**src/rtl/iksg_pkg.sv**
```systemverilog
package iksg_pkg;

    localparam int          POOL_LOG2_DEF = 8;
    localparam logic [31:0] GOLDEN        = 32'h9e37_79b9;

    typedef enum logic [4:0] {
        UOP_NONE     = 5'd0,
        UOP_SEED_WR  = 5'd1,
        UOP_INIT_CLR = 5'd2,
        UOP_SCR_ROW  = 5'd3,
        UOP_LD_RD    = 5'd4,
        UOP_LD_ADD   = 5'd5,
        UOP_ST       = 5'd6,
        UOP_MP_START = 5'd7,
        UOP_MP1      = 5'd8,
        UOP_MP2      = 5'd9,
        UOP_MP3      = 5'd10,
        UOP_MP4      = 5'd11,
        UOP_MP5      = 5'd12,
        UOP_MP6      = 5'd13,
        UOP_MP_END   = 5'd14,
        UOP_CLR_WR   = 5'd15,
        UOP_OUT_RD   = 5'd16,
        UOP_OUT_LD   = 5'd17
    } t_uop;

    typedef enum logic [1:0] {
        OP_SEED = 2'd0,
        OP_INIT = 2'd1,
        OP_NEXT = 2'd2,
        OP_NOP  = 2'd3
    } t_op;

    typedef struct packed {
        t_uop       uop;
        logic [2:0] row;   // scramble row
        logic       pass;  // 0: seeds from page store, 1: pool
    } t_cmd;

    typedef struct packed {
        logic page_empty;
        logic out_free;
    } t_status;

    // one row of the key scramble: v0 ^ shifted v1
    function automatic logic [31:0] scr_mix(input logic [31:0] v0, input logic [31:0] v1,
                                            input logic [2:0] row);
        logic [31:0] t;
        case (row)
            3'd0:    t = v1 << 11;
            3'd1:    t = v1 >> 2;
            3'd2:    t = v1 << 8;
            3'd3:    t = v1 >> 16;
            3'd4:    t = v1 << 10;
            3'd5:    t = v1 >> 4;
            3'd6:    t = v1 << 8;
            default: t = v1 >> 9;
        endcase
        return v0 ^ t;
    endfunction

    // page generation accumulator mix, chosen by word index mod 4
    function automatic logic [31:0] acc_mix(input logic [31:0] a, input logic [1:0] sel);
        logic [31:0] t;
        case (sel)
            2'd0:    t = a << 13;
            2'd1:    t = a >> 6;
            2'd2:    t = a << 2;
            default: t = a >> 16;
        endcase
        return a ^ t;
    endfunction

endpackage

```
**src/rtl/iksg_ctrl.sv**
```systemverilog
module iksg_ctrl #(
    parameter int POOL_LOG2 = iksg_pkg::POOL_LOG2_DEF
) (
    input  logic                 i_clk,
    input  logic                 i_rst_n,
    input  logic                 i_in_valid,
    input  logic [1:0]           i_op,
    output logic                 o_in_ready,
    input  iksg_pkg::t_status    i_status,
    output iksg_pkg::t_cmd       o_cmd,
    output logic [POOL_LOG2-1:0] o_cnt
);
    import iksg_pkg::*;

    typedef enum logic [19:0] {
        S_IDLE  = 20'h00001,
        S_SEED  = 20'h00002,
        S_INIT  = 20'h00004,
        S_WARM  = 20'h00008,
        S_LD_RD = 20'h00010,
        S_LD_AD = 20'h00020,
        S_SCR   = 20'h00040,
        S_ST    = 20'h00080,
        S_MP0   = 20'h00100,
        S_MP1   = 20'h00200,
        S_MP2   = 20'h00400,
        S_MP3   = 20'h00800,
        S_MP4   = 20'h01000,
        S_MP5   = 20'h02000,
        S_MP6   = 20'h04000,
        S_MPEND = 20'h08000,
        S_CLRW  = 20'h10000,
        S_NXCHK = 20'h20000,
        S_NXRD  = 20'h40000,
        S_NXOUT = 20'h80000
    } t_state;

    t_state               r_state, n_state;
    logic [POOL_LOG2-1:0] r_cnt, n_cnt;
    logic [2:0]           r_row, n_row;
    logic [1:0]           r_rep, n_rep;
    logic                 r_pass, n_pass;
    logic                 r_init, n_init;
    t_op                  w_op;

    assign w_op = t_op'(i_op);

    always_comb begin
        n_state = r_state;
        n_cnt   = r_cnt;
        n_row   = r_row;
        n_rep   = r_rep;
        n_pass  = r_pass;
        n_init  = r_init;
        o_cmd   = '{uop: UOP_NONE, row: r_row, pass: r_pass};
        o_in_ready = 1'b0;
        case (r_state)
            S_IDLE: begin
                o_in_ready = 1'b1;
                if (i_in_valid) begin
                    case (w_op)
                        OP_SEED: n_state = S_SEED;
                        OP_INIT: n_state = S_INIT;
                        OP_NEXT: n_state = S_NXCHK;
                        default: n_state = S_IDLE;
                    endcase
                end
            end
            S_SEED: begin
                o_cmd.uop = UOP_SEED_WR;
                n_state   = S_IDLE;
            end
            S_INIT: begin
                o_cmd.uop = UOP_INIT_CLR;
                n_cnt     = '0;
                n_row     = '0;
                n_rep     = '0;
                n_pass    = 1'b0;
                n_init    = 1'b1;
                n_state   = S_WARM;
            end
            S_WARM: begin
                o_cmd.uop = UOP_SCR_ROW;
                n_row     = r_row + 3'd1;
                if (&r_row) begin
                    n_rep = r_rep + 2'd1;
                    if (&r_rep) begin
                        n_state = S_LD_RD;
                    end
                end
            end
            S_LD_RD: begin
                o_cmd.uop = UOP_LD_RD;
                n_state   = S_LD_AD;
            end
            S_LD_AD: begin
                o_cmd.uop  = UOP_LD_ADD;
                n_cnt[2:0] = r_cnt[2:0] + 3'd1;
                n_state    = (&r_cnt[2:0]) ? S_SCR : S_LD_RD;
            end
            S_SCR: begin
                o_cmd.uop = UOP_SCR_ROW;
                n_row     = r_row + 3'd1;
                if (&r_row) begin
                    n_state = S_ST;
                end
            end
            S_ST: begin
                o_cmd.uop = UOP_ST;
                if (&r_cnt[2:0]) begin
                    n_cnt = r_cnt + 1'b1;
                    if (&r_cnt) begin
                        if (!r_pass) begin
                            n_pass  = 1'b1;
                            n_state = S_LD_RD;
                        end else begin
                            n_state = S_MP0;
                        end
                    end else begin
                        n_state = S_LD_RD;
                    end
                end else begin
                    n_cnt[2:0] = r_cnt[2:0] + 3'd1;
                end
            end
            S_MP0: begin
                o_cmd.uop = UOP_MP_START;
                n_cnt     = '0;
                n_state   = S_MP1;
            end
            S_MP1: begin
                o_cmd.uop = UOP_MP1;
                n_state   = S_MP2;
            end
            S_MP2: begin
                o_cmd.uop = UOP_MP2;
                n_state   = S_MP3;
            end
            S_MP3: begin
                o_cmd.uop = UOP_MP3;
                n_state   = S_MP4;
            end
            S_MP4: begin
                o_cmd.uop = UOP_MP4;
                n_state   = S_MP5;
            end
            S_MP5: begin
                o_cmd.uop = UOP_MP5;
                n_state   = S_MP6;
            end
            S_MP6: begin
                o_cmd.uop = UOP_MP6;
                n_cnt     = r_cnt + 1'b1;
                n_state   = (&r_cnt) ? S_MPEND : S_MP1;
            end
            S_MPEND: begin
                o_cmd.uop = UOP_MP_END;
                n_state   = r_init ? S_CLRW : S_NXRD;
            end
            S_CLRW: begin
                o_cmd.uop = UOP_CLR_WR;
                n_init    = 1'b0;
                n_state   = S_IDLE;
            end
            S_NXCHK: begin
                n_state = i_status.page_empty ? S_MP0 : S_NXRD;
            end
            S_NXRD: begin
                o_cmd.uop = UOP_OUT_RD;
                n_state   = S_NXOUT;
            end
            S_NXOUT: begin
                if (i_status.out_free) begin
                    o_cmd.uop = UOP_OUT_LD;
                    n_state   = S_IDLE;
                end
            end
            default: n_state = S_IDLE;
        endcase
    end

    always_ff @(posedge i_clk) begin
        if (!i_rst_n) begin
            r_state <= S_IDLE;
            r_cnt   <= '0;
            r_row   <= '0;
            r_rep   <= '0;
            r_pass  <= 1'b0;
            r_init  <= 1'b0;
        end else begin
            r_state <= n_state;
            r_cnt   <= n_cnt;
            r_row   <= n_row;
            r_rep   <= n_rep;
            r_pass  <= n_pass;
            r_init  <= n_init;
        end
    end

    assign o_cnt = r_cnt;
endmodule

```
**config.mk**
```make
export PLATFORM = sky130hd
export DESIGN_NAME = iksg_ctrl
export DESIGN_NICKNAME = d
export VERILOG_FILES = /design/src/rtl/iksg_pkg.sv /design/src/rtl/iksg_ctrl.sv
export SDC_FILE = /design/constraint.sdc
export NUM_CORES = 1
export LEC_CHECK = 0
export ABC_AREA = 1
export BUFFER_PORTS_ARGS = -buffer_cell sky130_fd_sc_hd__buf_2
export CORE_ASPECT_RATIO = 1.25
export CORE_MARGIN = 4
export CORE_UTILIZATION = 40
export CTS_BUF_LIST = sky130_fd_sc_hd__clkbuf_4 sky130_fd_sc_hd__clkbuf_8 sky130_fd_sc_hd__clkbuf_16
export DETAILED_ROUTE_END_ITERATION = 10
export PLACE_DENSITY_LB_ADDON = 0.15
export SYNTH_ARGS = -nofsm -noshare
export SYNTH_HDL_FRONTEND = slang
export SYNTH_SLANG_ARGS = --single-unit
```
**constraint.sdc**
```tcl
create_clock -name i_clk -period 1.9 [get_ports i_clk]
set_clock_uncertainty 0.05 [all_clocks]
set_input_delay 0.095 -clock i_clk [delete_from_list [all_inputs] [get_ports i_clk]]
set_output_delay 0.095 -clock i_clk [all_outputs]
set_load 0.005 [all_outputs]
```
==> metrics.md <==
| Metric | Value |
|---|---|
| Unrepaired setup endpoints after global routing | `yes` |
| Share of final-layout standard cells stronger than drive strength 1 | `approximately 39%` |
| Share of cell area taken by muxes after synthesis | `0%` |
| Clock buffer count from CTS | `5` |
| Hold Path Class | `in2reg` |
| Count of mapped cells out of synthesis | `335` |
| Shortest period the worst path allows | `around 1.9 ns` |
| Clock latency reported for the late side of the worst-skew pair | `approximately 0.29 ns` |
| Outcome | `finished, violations left` |
| Post-synthesis sequential area ratio | `31.4%` |
| Total Negative Setup Slacks | `-0.171 ns` |
| Combined buffer and inverter count along the critical path | `4` |
| Average via count per standard cell | `roughly 4.9` |
| Leading cell type in the layout, fill and taps excluded | `sky130_fd_sc_hd__nand2_1` |
| Kind of critical path | `reg2out` |
| Setup violation total in the final timing report | `4` |
| ANT nets after route | `0` |
| Crit-path max cell delay | `0.35 ns` |
| Weighted congestion at the end of routability-driven global placement | `0.853` |
| Reg2Reg Setup Slack | `~0.01 ns` |
| Yosys reg bits | `35` |
| Basic-gate share of the synthesized area counting and, or, nand and nor cells | `a little over two fifths` |
| Syn nets | `~350` |
| Number of standard-cell rows in the floorplan | `30` |
| Number of diodes | `0` |
| Hold path startpoint | `i_op[0]` |
| Clk buf depth | `2` |
| Number of levels in the clock H-tree | `2` |
| Number of global-route vias before repair | `2199` |
| DRT iter0 DRCs | `about 140` |
| I/O pins | `25` |
| Kind of cell adding the most delay to the critical path | `simple AND/OR/NAND/NOR gates` |
| Number of I/O port buffers | `24` |
| CP Launch Type | `flip-flop` |
| WP data arrival | `1.80 ns` |
| Wirelength, routed | `~6 mm` |
| Number of maximum-capacitance constraint violations | `0` |
| Placed Cells | `439` |
| Synth cell types | `33` |
| Total number of clock tree sinks | `35` |
| Leakage Power | `approximately 1.5 nW` |
| TritonCTS clock tree | `done` |
| Wire length per cell | `~13 um` |
| Fraction of the mapped netlist area in compound gates | `about 8.7%` |
| Global-route wire length before repair | `a little over 10 mm` |
| Overflow after GRT | `0` |
| Hold EP | `r_state[17]` |
| Hpwl dp | `4.29 mm` |
| Critical path, cell by cell | `nor2_4, nand2_4, nor2_8, nand2_4, nor4_4, buf_4, inv_2, nand2_2, inv_2, nand4_1, buf_2` |
| Starting utilization of the core area | `just over 40%` |
| Violated checks | `negative setup slack` |
| # fillers | `around 570` |
| Largest net degree at the start of global routing | `22` |
| Worst-margin pin slew | `between 0.7 and 0.8 ns` |
| Mean post-synth cell area | `6.66 um^2` |
| Maximum vdd drop | `between 0.0003 and 0.0004 V` |
| Capture point of the worst reg-to-reg path | `r_state[3]` |
| Layout overhead on the synthesized area | `33.1%` |
| F_max | `513 MHz` |
| FF-to-FF Start | `r_state[11]` |
| Area of the core | `5410 um^2` |
| WP data required | `1.75 ns` |
| Critical path's slowest cell | `sky130_fd_sc_hd__dfxtp_2` |
| Placed Instance Area | `2550 um^2` |
| Number of hold-slack violations in the final timing report | `0` |
| Post-CTS Hold Buffers | `0` |
| Commonest cells after routing, fill and taps aside | `sky130_fd_sc_hd__nand2_1 (58), sky130_fd_sc_hd__inv_1 (46), sky130_fd_sc_hd__buf_4 (41)` |
| Number of standard cells in the layout, taps in and fillers out | `466` |
| Synthesized area | `roughly 2200 um^2` |
| Final Slew Violations | `0` |
| Pre-Repair DR Iteration Count | `4` |
| Main combinational cell family by area after synthesis | `simple AND/OR/NAND/NOR gates` |
| Total global-route track usage | `approximately a fifth` |
| Dpl ws | `about 0.032 ns` |
| Die Area | `slightly below 7000 um^2` |
| PnR worst setup slack | `-0.0487 ns` |
| Final worst-path cycle share | `103%` |
| Final standard cell area without fillers | `2970 um^2` |
| Pwr dens | `558 nW/um^2` |
| Layout Nets | `around 410` |
| Xor/xnor cell area share of the yosys netlist | `roughly 2.0%` |
| Clock root buffer master | `sky130_fd_sc_hd__clkbuf_8` |
| Clock slew at the register clock pins of the worst setup and hold paths | `~0.070 ns` |
| Number of warnings reported in the yosys synthesis log | `0` |
| Post-layout total power | `around 0.0017 W` |
| Max-slew headroom at the worst pin | `a little over half` |
| Adder and majority gate portion of the synthesized area | `under 10%` |
| Number of remaining DRC errors | `0` |
| Crit. End Element | `output pin` |
| Worst R2R Path Depth | `12` |
| Die X-Extent | `roughly 75 um` |
| Worst-path fanout max | `7` |
| Vias after detailed routing | `2305` |
| Antenna violations before repair | `0` |
| Die H | `roughly 92 um` |
| Worst hold path depth | `4` |
[what timing repair did]
action	4_1_cts	5_1_grt
endpoints found under the setup margin	4	24
setup buffers	15	5
gates resized for setup	45	16
pin swaps	14	8
[routing by layer]
layer  track usage [%]  share of wire [%]  vias to the layer above
li1                  -                  -                     1202
met3              2.99                2.7                        5
met5                 0                  0                        -
met2              30.2                 49                       30
met1              25.5                 47                     1068
met4              5.79                1.3                        0
[cell families (layout without fill, tap and decap cells)]
logic type / Yosys count / count (layout)
AND/OR/NAND/NOR: 184 / 184
buffers and inverters: 69 / 136
AO/OA/AOI/OAI: 37 / 37
flip-flops: 35 / 35
adder cells (fa/ha/maj): 5 / 5
XOR/XNOR: 5 / 5
[worst min-delay path, delay by kind of cell]
kind,cells,cell delay (ns)
AND/OR/NAND/NOR,2,0.12
buffers and inverters,2,0.12
[final cells by class]
class	count	area, um^2	area share (%)
well taps	64	80.1	2.70
flip-flops and latches	35	717	24.1
clock buffers	6	82.6	2.78
clock inverters	1	5.00	0.168
inverters	63	239	8.05
repair buffers	66	439	14.8
multi-input cells	231	1410	47.4
[where the power goes]
part	total [W]	internal (W)	switching, W
Sequential	0.000756	0.000745	0.0000115
Combinational	0.000339	0.000138	0.000201
Clock	0.000564	0.000285	0.000279
Total	0.00166	0.00117	0.000492
[cell usage after synthesis (all sizes together)]
master / count / area, um^2
inv: 63 / 236
nor3: 19 / 100
a211oi: 1 / 7.51
o22ai: 1 / 6.26
a32oi: 1 / 8.76
nor2: 43 / 205
nand2: 73 / 307
buf: 4 / 37.5
xor2: 5 / 43.8
o211ai: 1 / 7.51
nand3b: 6 / 52.6
dfxtp: 35 / 701
a21oi: 19 / 95.1
nand4: 6 / 37.5
nor3b: 2 / 15.0
nor4: 4 / 25.0
o21ai: 14 / 70.1
ha: 5 / 62.6
nand3: 30 / 200
clkbuf: 2 / 7.51
and3: 1 / 6.26
[metrics by stage]
stage	util (%)	hold WS, ns
after floorplan	-	0.171
after global placement	47.2	0.337
after detailed placement	47.2	0.341
after CTS	53.4	0.0305
after global routing	55.0	0.0662
final	55.0	0.0362
[worst max-delay path by stage]
stage,from,end,slack [ns],depth (start not counted)
after floorplan,r_state[8],r_state[0],0.22,14
after global placement,r_state[8],r_state[12],0.06,10
after detailed placement,r_state[19],r_state[0],0.03,11
after CTS,r_state[0],o_cmd[4],-0.03,12
after global routing,r_state[11],o_cmd[5],-0.18,11
final,r_state[11],o_cmd[5],-0.05,11
[sequential cells by signal, summed over array words and instances, names as in the netlist]
register,flops
r_state,20
o_cnt,8
r_row,3
r_rep,2
r_init,1
r_pass,1
Note: power is estimated with default switching activity, not from simulation.
